### src/sv/r2fft_pkg.sv
// Shared types and constants for the radix-2 FFT core.
package r2fft_pkg;
  localparam int DATA_W = 24;
  localparam int SAMPLE_W = 16;
  localparam int ROM_FRAC = 23;
  localparam int ROM_LOG2 = 6;
  localparam logic signed [DATA_W-1:0] SAT_MAX = 24'sh7FFFFF;
  localparam logic signed [DATA_W-1:0] SAT_MIN = -24'sh800000;

  localparam logic [0:0] REG_DIRECTION = 1'b0;
  localparam logic [0:0] REG_SIZE = 1'b1;

  typedef logic signed [DATA_W-1:0] data_t;

  // cos(2*pi*k/64), k = 0..16, scaled by 2^23
  function automatic logic [23:0] cos_rom(input logic [4:0] k);
    logic [23:0] v;
    case (k)
      5'd0: v = 24'd8388608;
      5'd1: v = 24'd8348215;
      5'd2: v = 24'd8227423;
      5'd3: v = 24'd8027397;
      5'd4: v = 24'd7750063;
      5'd5: v = 24'd7398092;
      5'd6: v = 24'd6974873;
      5'd7: v = 24'd6484482;
      5'd8: v = 24'd5931642;
      5'd9: v = 24'd5321677;
      5'd10: v = 24'd4660461;
      5'd11: v = 24'd3954362;
      5'd12: v = 24'd3210181;
      5'd13: v = 24'd2435084;
      5'd14: v = 24'd1636536;
      5'd15: v = 24'd822227;
      default: v = 24'd0;
    endcase
    return v;
  endfunction

  function automatic data_t sat24(input logic signed [DATA_W+1:0] x);
    data_t r;
    if (x > 26'(SAT_MAX)) r = SAT_MAX;
    else if (x < 26'(SAT_MIN)) r = SAT_MIN;
    else r = x[DATA_W-1:0];
    return r;
  endfunction
endpackage

### src/sv/r2fft_bfly.sv
// Pipelined radix-2 butterfly: register after the products, then add and saturate.
module r2fft_bfly #(
  parameter int TWIDDLE_BITS = 16
) (
  input  logic clk,
  input  r2fft_pkg::data_t a_re, a_im, b_re, b_im,
  input  logic signed [TWIDDLE_BITS-1:0] w_re, w_im,
  output r2fft_pkg::data_t x_re, x_im, y_re, y_im
);
  import r2fft_pkg::*;
  localparam int PW = DATA_W + TWIDDLE_BITS;
  localparam int FR = TWIDDLE_BITS - 1;

  logic signed [PW-1:0] p_rr_r, p_ii_r, p_ri_r, p_ir_r;
  data_t a_re_r, a_im_r;
  logic signed [PW:0] t_re_full, t_im_full;
  logic signed [DATA_W+1:0] t_re, t_im;

  always_ff @(posedge clk) begin
    p_rr_r <= b_re * w_re;
    p_ii_r <= b_im * w_im;
    p_ri_r <= b_re * w_im;
    p_ir_r <= b_im * w_re;
    a_re_r <= a_re;
    a_im_r <= a_im;
  end

  always_comb begin
    t_re_full = ((PW+1)'(p_rr_r) - (PW+1)'(p_ii_r) + ((PW+1)'(1) <<< (FR - 1))) >>> FR;
    t_im_full = ((PW+1)'(p_ri_r) + (PW+1)'(p_ir_r) + ((PW+1)'(1) <<< (FR - 1))) >>> FR;
    t_re = t_re_full[DATA_W+1:0];
    t_im = t_im_full[DATA_W+1:0];
    x_re = sat24(26'(a_re_r) + t_re);
    x_im = sat24(26'(a_im_r) + t_im);
    y_re = sat24(26'(a_re_r) - t_re);
    y_im = sat24(26'(a_im_r) - t_im);
  end
endmodule

### config.mk
export PLATFORM = sky130hd
export DESIGN_NAME = r2fft_bfly
export DESIGN_NICKNAME = d
export VERILOG_FILES = /design/src/sv/r2fft_pkg.sv /design/src/sv/r2fft_bfly.sv
export SDC_FILE = /design/constraint.sdc
export NUM_CORES = 2
export LEC_CHECK = 0
export BUFFER_PORTS_ARGS = -buffer_cell sky130_fd_sc_hd__buf_2
export CAP_MARGIN = 20
export CORE_MARGIN = 1
export CORE_UTILIZATION = 55
export DETAILED_ROUTE_END_ITERATION = 10
export PLACE_DENSITY = 0.72
export SYNTH_ARGS = -nofsm -noshare
export SYNTH_HDL_FRONTEND = slang
export SYNTH_SLANG_ARGS = --single-unit
### constraint.sdc
create_clock -name clk -period 18.2 [get_ports clk]
set_input_delay 3.64 -clock clk [delete_from_list [all_inputs] [get_ports clk]]
set_output_delay 3.64 -clock clk [all_outputs]
set_load 0.005 [all_outputs]
==> metrics.txt <==
starting density of the core 0.558; top cells by area, synth fa_1, ha_1, inv_1; hold depth 1; Post-Syn Instances 7755; DRC viols 0; CTS tree yes; starting DRC count in detailed routing 3304; clock root buffer master clkbuf_16; DR top layer met5; DIE WIDTH 354 um; WP data required 14.56 ns; remaining antenna violation count 0; first-pass GRT wire length 285000 um; GRT Util Overall 0.284; Detail Placement HPWL 135000 um; DR WL/cell 18.2 um; initial antenna violation count 13; Yosys top cell area share 0.439; Setup CP Type reg2out; CTS Buffer Depth 3; DRT Wirelength 171000 um; FF+latch area 0.00416 mm2; critical path's largest stage delay 0.57 ns; min Tclk post-route 11.71 ns; Pre-Repair DR Iteration Count 5; Hold Slack 3.11 ns; worst-path fanout max 23; crit path from p_ii_r[4]; Fmax 0.0854 GHz; syn nets 10043; Worst Setup Start Kind flip-flop; total clock sinks 208; Post-Route Setup TNS 0 ns; YS warnings 0; largest net degree at the start of global routing 49; FILL cells 10712; Netlist cell types 82; area of the multi-input gates 0.0558 mm2; M1 wire length 69000 um; Max Cap Viol 0; WP data arrival 8.07 ns; Area Overhead vs Synth 4.94%; max-slew violation total from the final report 0; crit path capture type output port; slowest stage cell, crit path a2111oi_0; via count 51161; Post-CTS Resized 0; worst slew pin tran 1.11 ns; TritonCTS buffer count 29; grt ovf 0; clock slew seen by the registers of the worst setup and hold paths 0.06 ns; PortBufs 224; #FFs+latches synth 208; setup violators final 0; layout cell share with drive strength beyond 1 0.0501; Worst slew margin 0.262; RSZ-0062 raised after global routing false; Syn Std Cell Area 0.0683 mm2; routed length on met2 82600 um; status completed; Nets 10025; Die ar. 0.126 mm2; routed vias/inst 5.45; metal3 WL 12300 um; Final Hold Fails 0; Setup Buffers After CTS 0; Setup crit end y_re[4]; Seq/Total Area, Yosys 0.0609; cell accounting for the most synthesized area fa_1; ys flop type dfxtp_1; post-synthesis average cell area 8.81 um2; core outline area 0.123 mm2; Crit path top cell by count a21o_1; # IOs 225; HP Class in2reg; vias in the first global route 54986; cts hold-fix bufs 0; Core Rows 128; GPL Wtd Cong 0.967; H-tree depth 1; EDFF count, synth 0; DIE HEIGHT 354 um; Final Cycle Share 0.643; asr flop ratio synth 0
[routing by layer]
layer / GRT usage / vias to the layer above
li1: - / 22967
met1: 0.368 / 26069
met2: 0.482 / 1758
met3: 0.0435 / 357
met4: 0.0997 / 10
met5: 0 / -
[cell usage in the layout, fill, tap and decap left out, types with 43 or more instances in the layout]
cell type / count
o21ai_0: 135
dfxtp_1: 208
a21o_1: 111
ha_1: 659
xor2_1: 65
nand3_1: 43
nor2_1: 227
nand2b_1: 65
xnor2_1: 252
buf_2: 224
o21bai_1: 61
and2_1: 501
inv_1: 1888
nand2_1: 1036
fa_1: 1500
buf_4: 69
a21oi_1: 261
[stage by stage]
step / setup WS [ns] / instance area, um2 / util / std cells
finish: 6.49 / 71700 / 0.585 / 9388
global route: 5.89 / 71700 / 0.585 / 9385
CTS: 6.51 / 71700 / 0.585 / 9383
detailed placement: 6.81 / 70700 / 0.577 / 9331
global placement: 6.80 / 70700 / 0.577 / 9331
floorplan: 7.98 / 68300 / - / 7755
[cell type report]
type / instances / area share
inverter: 1889 / 0.0989
multi-input combinational: 5316 / 0.778
clock buffer: 32 / 0.0103
antenna: 5 / 0.000174
tap: 1625 / 0.0284
sequential: 208 / 0.0581
clock inverter: 20 / 0.00384
timing repair buffer: 293 / 0.0229
[cell families after synthesis]
group,Yosys count,share of synthesized area
AO/OA/AOI/OAI,799,0.0750
XOR/XNOR,318,0.0409
adder cells (fa/ha/maj),2159,0.560
buffers and inverters,2231,0.123
flip-flops,208,0.0609
multiplexers,1,0.000165
AND/OR/NAND/NOR,2039,0.140
[registers in the layout (all words and copies together), names as in the netlist]
signal	cells
p_ir_r	40
a_im_r	24
p_ri_r	40
a_re_r	24
p_rr_r	40
p_ii_r	40
[cells in the mapped netlist, types with 22 or more instances]
library cell  number
a21oi_1          261
fa_1            1500
o21ai_1           23
nor2_1           227
xor2_1            65
dfxtp_1          208
ha_1             659
nand2b_1          65
inv_1           1888
o21bai_1          61
a21o_1           111
o31ai_1           28
clkbuf_1         323
nor3_1            38
xnor2_1          252
o21ai_0          135
nand2_1         1036
nand3_1           43
and2_1           501
and3_1            24
o21a_1            22
nand4_1           24
nor2b_1           29
a211oi_1          22
[how the worst min path moves through the flow]
stage	slack, ns	startpoint	endpoint
after CTS	3.08	a_im[8]	a_im_r[8]
after detailed placement	3.74	a_im[4]	a_im_r[4]
after global routing	3.09	a_im[8]	a_im_r[8]
after global placement	3.74	a_re[1]	a_re_r[1]
after floorplan	3.67	a_im[0]	a_im_r[0]
final	3.11	a_im[6]	a_im_r[6]
[worst max-delay path: cells and delay by family, from the launching register on]
family / cells / cell delay [ns]
fa+ha+maj: 3 / 1.02
simple gates: 7 / 1.66
flops: 1 / 0.31
compound gates: 15 / 3.91
buf+inv: 2 / 0.22
xor+xnor: 2 / 0.32
Power is not shown: default switching activity piles up to over one toggle a cycle in this logic, so the estimate is an artifact.
