**src/sv/r2fft_pkg.sv**
```systemverilog
// Shared types and constants for the radix-2 FFT core.
package r2fft_pkg;
  localparam int DATA_W = 24;
  localparam int SAMPLE_W = 16;
  localparam int ROM_FRAC = 23;
  localparam int ROM_LOG2 = 6;
  localparam logic signed [DATA_W-1:0] SAT_MAX = 24'sh7FFFFF;
  localparam logic signed [DATA_W-1:0] SAT_MIN = -24'sh800000;

  localparam logic [0:0] REG_DIRECTION = 1'b0;
  localparam logic [0:0] REG_SIZE = 1'b1;

  typedef logic signed [DATA_W-1:0] data_t;

  // cos(2*pi*k/64), k = 0..16, scaled by 2^23
  function automatic logic [23:0] cos_rom(input logic [4:0] k);
    logic [23:0] v;
    case (k)
      5'd0: v = 24'd8388608;
      5'd1: v = 24'd8348215;
      5'd2: v = 24'd8227423;
      5'd3: v = 24'd8027397;
      5'd4: v = 24'd7750063;
      5'd5: v = 24'd7398092;
      5'd6: v = 24'd6974873;
      5'd7: v = 24'd6484482;
      5'd8: v = 24'd5931642;
      5'd9: v = 24'd5321677;
      5'd10: v = 24'd4660461;
      5'd11: v = 24'd3954362;
      5'd12: v = 24'd3210181;
      5'd13: v = 24'd2435084;
      5'd14: v = 24'd1636536;
      5'd15: v = 24'd822227;
      default: v = 24'd0;
    endcase
    return v;
  endfunction

  function automatic data_t sat24(input logic signed [DATA_W+1:0] x);
    data_t r;
    if (x > 26'(SAT_MAX)) r = SAT_MAX;
    else if (x < 26'(SAT_MIN)) r = SAT_MIN;
    else r = x[DATA_W-1:0];
    return r;
  endfunction
endpackage

```
**src/sv/r2fft_twiddle.sv**
```systemverilog
// Twiddle factor lookup: quarter-wave ROM, rounded and clipped.
module r2fft_twiddle #(
  parameter int TWIDDLE_BITS = 16
) (
  input  logic [4:0] angle,
  input  logic fwd,
  output logic signed [TWIDDLE_BITS-1:0] w_re,
  output logic signed [TWIDDLE_BITS-1:0] w_im
);
  import r2fft_pkg::*;
  localparam int DROP = ROM_FRAC - (TWIDDLE_BITS - 1);
  localparam logic [24:0] LIMIT = 25'((1 << (TWIDDLE_BITS - 1)) - 1);

  function automatic logic [24:0] cut(input logic [23:0] m);
    logic [24:0] v;
    v = {1'b0, m};
    if (DROP > 0) v = (v + (25'd1 << (DROP - 1))) >> DROP;
    if (v > LIMIT) v = LIMIT;
    return v;
  endfunction

  logic [23:0] c_mag, s_mag;
  logic c_neg;
  logic [24:0] c_cut, s_cut;

  always_comb begin
    if (angle <= 5'd16) begin
      c_mag = cos_rom(angle);
      s_mag = cos_rom(5'd16 - angle);
      c_neg = 1'b0;
    end else begin
      c_mag = cos_rom(5'd0 - angle);
      s_mag = cos_rom(angle - 5'd16);
      c_neg = 1'b1;
    end
    c_cut = cut(c_mag);
    s_cut = cut(s_mag);
    w_re = c_neg ? -TWIDDLE_BITS'(c_cut) : TWIDDLE_BITS'(c_cut);
    w_im = fwd ? -TWIDDLE_BITS'(s_cut) : TWIDDLE_BITS'(s_cut);
  end
endmodule

```
**config.mk**
```make
export PLATFORM = sky130hd
export DESIGN_NAME = r2fft_twiddle
export DESIGN_NICKNAME = d
export VERILOG_FILES = /design/src/sv/r2fft_pkg.sv /design/src/sv/r2fft_twiddle.sv
export SDC_FILE = /design/constraint.sdc
export NUM_CORES = 1
export LEC_CHECK = 0
export ABC_AREA = 1
export BUFFER_PORTS_ARGS = -buffer_cell sky130_fd_sc_hd__buf_2
export CORE_MARGIN = 2
export CORE_UTILIZATION = 51
export DETAILED_ROUTE_END_ITERATION = 8
export PLACE_DENSITY = 0.76
export SYNTH_ARGS = -nofsm -noshare
export SYNTH_HDL_FRONTEND = slang
export SYNTH_SLANG_ARGS = --single-unit
export TNS_END_PERCENT = 10
```
**constraint.sdc**
```tcl
create_clock -name vclk -period 6.5
set_input_delay 0.325 -clock vclk [all_inputs]
set_output_delay 0.325 -clock vclk [all_outputs]
set_load 0.1 [all_outputs]
```
==> summary.md, run 1 <==
| Metric | Value |
|---|---|
| Syn. warnings | `0` |
| Post-CTS sizing | `0` |
| Hold Vio Cnt, Final | `0` |
| Flop pwr share | `0%` |
| Dominant cells by area after synthesis | `nand2_1 29%, nand3_1 15%, inv_1 7.9%` |
| Setup violations, final | `0` |
| Worst hold-check path type | `in2out` |
| Fin crit share | `between 80% and 90%` |
| Lkg Pwr | `1.86 nW` |
| Peak supply drop | `about 0.19 mV` |
| WP data arrival | `between 5000 and 6000 ps` |
| Tmin final | `roughly 5700 ps` |
| Area share of the largest cell type after synthesis | `just under 30%` |
| Max-slew violations | `0` |
| Pwr/cell area | `around 220 mW/mm²` |
| GPL Wtd Cong | `between 1 and 1.5` |
| Hold Path Depth | `4` |
| Internal | `0.000130 W` |
| Sequential cells | `0` |
| Most instantiated library cell after synthesis | `nand2_1` |
| Largest family of logic cells by synthesized area | `simple AND/OR/NAND/NOR gates` |
| Synth Cell Area | `0.00299 mm²` |
| Syn Nets | `628` |
| Storage element area | `0 µm²` |
| DRC viols | `0` |
| Average size of a mapped cell | `around 5 µm²` |
| Worst slew pin tran | `about 670 ps` |
| GRT Total Usage | `32.0%` |
| Psw | `roughly 0.00056 W` |
| Synth Area in Adders | `slightly below 6%` |
| Core area | `approximately 0.0056 mm²` |
| WL final | `around 10000 µm` |
| Chip Height | `about 81 µm` |
| Clk pwr share | `0%` |
| Worst hold endpoint | `w_im[1]` |
| Post-synthesis cell type count | `33` |
| Initial core utilization | `between 50% and 60%` |
| Setup tns final | `0 ps` |
| Switching Fraction | `between 80 and 90%` |
| Area fraction in compound gates after synthesis | `9.80%` |
| Slew margin rel. | `54.9%` |
| Worst Hold Launch | `fwd` |
| ANT nets after route | `0` |
| Mux share of post-synthesis cell area | `0%` |
| Gate power share | `100.0%` |
| Die area | `between 0.006 and 0.007 mm²` |
| Initial antenna violation count | `0` |
| Max Cap Viol | `0` |
| CP Max Fanout | `21` |
| Critical path required time | `around 6200 ps` |
| Worst Setup End Kind | `output port` |
| Via density | `5.67` |
| Setup crit start kind | `primary input` |
| Buffers on Ports | `38` |
| Setup bufs post-CTS | `0` |
| Simple-Gate Fraction of Synth Area | `~67%` |
| Fillcell total | `621` |
| Status | `finished, final reports clean` |
| Std-Cell Rows | `27` |
| Area of the multi-input gates | `roughly 0.0026 mm²` |
| Die W | `80.5 µm` |
| Hold_buf cts | `0` |
| Most area-hungry cell type in the Yosys netlist | `nand2_1` |
| Area Growth Syn to Fin | `6.28%` |
| First-pass GRT wire length | `16700 µm` |
| Largest net degree at the start of global routing | `22` |
| CP Class | `in2out` |
| Nets | `around 650` |
| Sequential share of the synthesized area | `0%` |
| Most frequent cells after synthesis | `231 x nand2_1, 92 x nand3_1, 63 x inv_1` |
| Mapped Cells | `slightly above 600` |
| Total grt overflow | `0` |
| Synth Area in XOR/XNOR | `around 5%` |
| Vias in the first global route | `about 3500` |
| Fraction of layout cells with a size suffix above 1 | `13.8%` |
| DR pass1 iterations | `4` |
| # clk buffers | `0` |
| RSZ-0062 raised after global routing | `false` |
| Maximum clock frequency | `~180 MHz` |
| Vias | `3987` |
| Overall power | `0.000686 W` |
| Wire per inst | `14.3 µm` |
| Dpl hpwl | `8470 µm` |
| # diodes | `0` |
| I/O pins | `38` |
| Initial DRC count | `a little over 300` |
cell families after synthesis:
| group | Yosys count |
|---|---|
| AO/OA/AOI/OAI | 54 |
| XOR/XNOR | 17 |
| adder cells (fa/ha/maj) | 14 |
| buffers and inverters | 87 |
| AND/OR/NAND/NOR | 436 |
layer usage:
| layer | vias to the layer above | share of wire, % | GRT usage, % |
|---|---|---|---|
| met5 | - | 0 | 0 |
| met4 | 0 | 3.3 | 8.64 |
| met3 | 28 | 8.3 | 4.49 |
| met2 | 185 | 45 | 54.2 |
| met1 | 1764 | 44 | 42.1 |
| li1 | 2010 | - | - |
worst max-delay path, stage by stage:
cell     delay [ps]
buf_2           210
inv_2           150
ha_1            310
nand2_1         150
ha_1            590
inv_1           210
nor2_1          570
inv_1           150
o21ai_1         340
ha_1            260
nand3_2         150
nor2_4          190
nand2_1          80
nand2_1         120
nand2_2         100
a21oi_1         180
ha_1            220
nand2_1          80
nor2_1          180
nand3_1         100
nand2_1         120
xnor2_1         130
buf_2           440
worst max path at each step:
stage	start	to	slack (ps)	cells after the start
floorplan	angle[0]	w_re[8]	560	21
detailed placement	angle[0]	w_re[8]	950	23
global route	angle[0]	w_re[12]	360	24
CTS	angle[0]	w_re[8]	930	23
global placement	angle[0]	w_re[12]	1190	24
finish	angle[0]	w_re[8]	830	23
placed cells by master, fill, tap and decap left out, drive strengths merged, types with 2 or more instances in the layout:
| cell type | n |
|---|---|
| xor2 | 15 |
| buf | 40 |
| or2 | 5 |
| and2 | 3 |
| nor2 | 58 |
| inv | 70 |
| xnor2 | 2 |
| ha | 14 |
| o22ai | 2 |
| nand3 | 102 |
| o21ai | 39 |
| nand4 | 15 |
| nand3b | 6 |
| o211ai | 2 |
| a21oi | 6 |
| o21bai | 3 |
| nand2 | 247 |
power by group through the flow:
stage	Clock, W	Combinational [W]	Sequential [W]
final	0	0.000686	0
after global routing	0	0.000734	0
after CTS	0	0.000680	0
after detailed placement	0	0.000679	0
after global placement	0	0.000678	0
after floorplan	0	0.000575	0
metrics by stage:
stage	instance area, µm²	std cells	setup slack (ps)	hold slack (ps)	utilization [%]
after floorplan	2990	608	563	1340	-
after global placement	3170	703	1190	1280	56.9
after detailed placement	3170	703	945	1280	56.9
after CTS	3170	703	926	1280	56.9
after global routing	3170	703	359	1330	56.9
final	3170	703	826	1280	56.9
area by class of cell:
cell class                 instances  share of cell area [%]
inverter                          70                    8.28
multi-input combinational        521                    82.4
tap                               72                    2.84
timing repair buffer              40                    6.46
Power figures use the tool's default switching activity.
==> run 2, diff against run 1 <==
Settings changed: CORE_ASPECT_RATIO set to 0.9.
Clock period 6.5 ns to 6 ns, I/O delays scaled along.
==> run 2 against run 1 <==
Effect of this change: non-clock buffer count is the same; critical path type unchanged; critical endpoint unchanged; worst hold slack got worse by 38 ps; global-route usage decreased by 0.32 points.
==> summary.md, run 2 (same netlist as run 1, synthesis figures left out) <==
| Metric | Value |
|---|---|
| Global route hottest layer | `met2 (unchanged)` |
| Storage element area | `0 µm² (unchanged)` |
| Peak supply drop | `0.239 mV (was 0.192 mV)` |
| Worst slew pin tran | `564 ps (was 674 ps)` |
| ANT nets after route | `0 (unchanged)` |
| Max-slew violations | `0 (unchanged)` |
| Setup violations, final | `0 (unchanged)` |
| Hold Vio Cnt, Final | `0 (unchanged)` |
| GRT Total Usage | `31.7% (was 32.0%)` |
| Placed insts | `701 (was 703)` |
| WL final | `10300 µm (was 10100 µm)` |
| CP Class | `in2out (unchanged)` |
| First-pass GRT wire length | `17400 µm (was 16700 µm)` |
| Commonest non-fill, non-tap cell in the layout | `nand2_1 (unchanged)` |
| Fin crit share | `88.4%` |
| I/O pins | `38 (unchanged)` |
| Chip Height | `76.6 µm (was 80.5 µm)` |
| DR pass1 iterations | `6 (was 4)` |
| Area Growth Syn to Fin | `6.28% (unchanged)` |
| Tmin final | `about 5300 ps` |
| # diodes | `0 (unchanged)` |
| Die area | `0.00649 mm² (was 0.00648 mm²)` |
| Sequential cells | `0 (unchanged)` |
| Initial core utilization | `52.8% (was 53.6%)` |
| Setup bufs post-CTS | `0 (unchanged)` |
| CP Max Fanout | `21 (unchanged)` |
| Nets | `653 (unchanged)` |
| WP data arrival | `5000 ps (was 5350 ps)` |
| Pwr/cell area | `236 mW/mm² (was 216 mW/mm²)` |
| Worst hold-check path type | `in2out (unchanged)` |
| Die W | `84.7 µm (was 80.5 µm)` |
| Switching Fraction | `81.2% (was 81.1%)` |
| RSZ-0062 raised after global routing | `false (unchanged)` |
| Final hold slack | `1240 ps (was 1280 ps)` |
| Clk pwr share | `0% (about the same)` |
| Buffers on Ports | `38 (unchanged)` |
| GPL Wtd Cong | `1.07 (was 1.06)` |
| Fraction of layout cells with a size suffix above 1 | `13.9% (was 13.8%)` |
| Max Cap Viol | `0 (unchanged)` |
| Dpl hpwl | `8640 µm (was 8470 µm)` |
| Wire per inst | `14.7 µm (was 14.3 µm)` |
| Hold_buf cts | `0 (unchanged)` |
| DRC viols | `0 (unchanged)` |
| Post-CTS sizing | `0 (unchanged)` |
| Initial DRC count | `509 (was 303)` |
| Met3 usage | `4.12% (was 4.49%)` |
| Core area | `0.00566 mm² (was 0.00557 mm²)` |
| Initial antenna violation count | `0 (unchanged)` |
| # clk buffers | `0 (unchanged)` |
| Non-filler cells, final | `701 (was 703)` |
| Critical path required time | `5700 ps (was 6170 ps)` |
| Total grt overflow | `0 (unchanged)` |
| Commonest cells after routing, fill and taps aside | `231 x nand2_1, 92 x nand3_1, 63 x inv_1 (unchanged)` |
| Met1 usage | `44.8% (was 42.1%)` |
| Gate power share | `100.0% (about the same)` |
| Flop pwr share | `0% (about the same)` |
| Std-Cell Rows | `26 (was 27)` |
| GRT met2 Usage | `53.0% (was 54.2%)` |
| Status | `finished, final reports clean (unchanged)` |
| Setup crit start kind | `primary input (unchanged)` |
| Internal | `0.000141 W (was 0.000130 W)` |
| Maximum clock frequency | `189 MHz` |
| Vias | `4093 (was 3987)` |
| Worst Setup End Kind | `output port (unchanged)` |
| Lkg Pwr | `1.86 nW (about the same)` |
| Psw | `0.000607 W (was 0.000557 W)` |
| Setup tns final | `0 ps (unchanged)` |
| Vias in the first global route | `3630 (was 3548)` |
| Largest net degree at the start of global routing | `22 (unchanged)` |
| Via density | `5.84 (was 5.67)` |
| Slew margin rel. | `62.3% (was 54.9%)` |
## run 2: cell counts in the layout (fill, tap and decap cells not counted)
No cell type changed its count.
## run 2: cell type report
class	instances	area [µm²]
multi-input cells	521	2620
repair buffers	40	205
fillers	606	2490
well taps	70	87.6
inverters	70	263
## run 2: power by group through the flow
stage | logic [W] | registers, W | clock network (W)
5_1_grt | 0.000795 | 0 | 0
3_5_place_dp | 0.000738 | 0 | 0
3_3_place_gp | 0.000736 | 0 | 0
4_1_cts | 0.000740 | 0 | 0
6_report | 0.000748 | 0 | 0
2_1_floorplan | 0.000623 | 0 | 0
## run 2: per-stage QoR
step                setup WS [ps]  area, µm²  total power, W  utilization (%)
floorplan                     113       2990        0.000623                -
global placement              826       3170        0.000736             56.0
detailed placement            611       3170        0.000738             56.0
CTS                           599       3170        0.000740             56.0
global route                  279       3170        0.000795             56.1
finish                        697       3170        0.000748             56.1
## run 2: worst paths after layout
path  startpoint       end  slack (ps)  cells past startpoint
max     angle[0]   w_re[8]         700                     23
min          fwd  w_im[14]        1240                      4
## run 2: layer usage
layer,wire [µm],vias up
met5,0,-
met4,151,0
met3,1080,32
met2,4570,242
met1,4540,1798
li1,-,2021
## run 2: critical path, cell delays in order
cell,delay (ps)
buf_2,200
inv_2,150
ha_1,310
nand2_1,150
ha_2,420
inv_1,160
nor2_1,470
inv_1,120
o21ai_1,340
ha_1,270
nand3_2,150
nor2_4,190
nand2_1,90
nand2_1,120
nand2_2,110
a21oi_1,200
ha_1,230
nand2_1,80
nor2_1,180
nand3_1,90
nand2_1,110
xnor2_1,130
buf_2,450
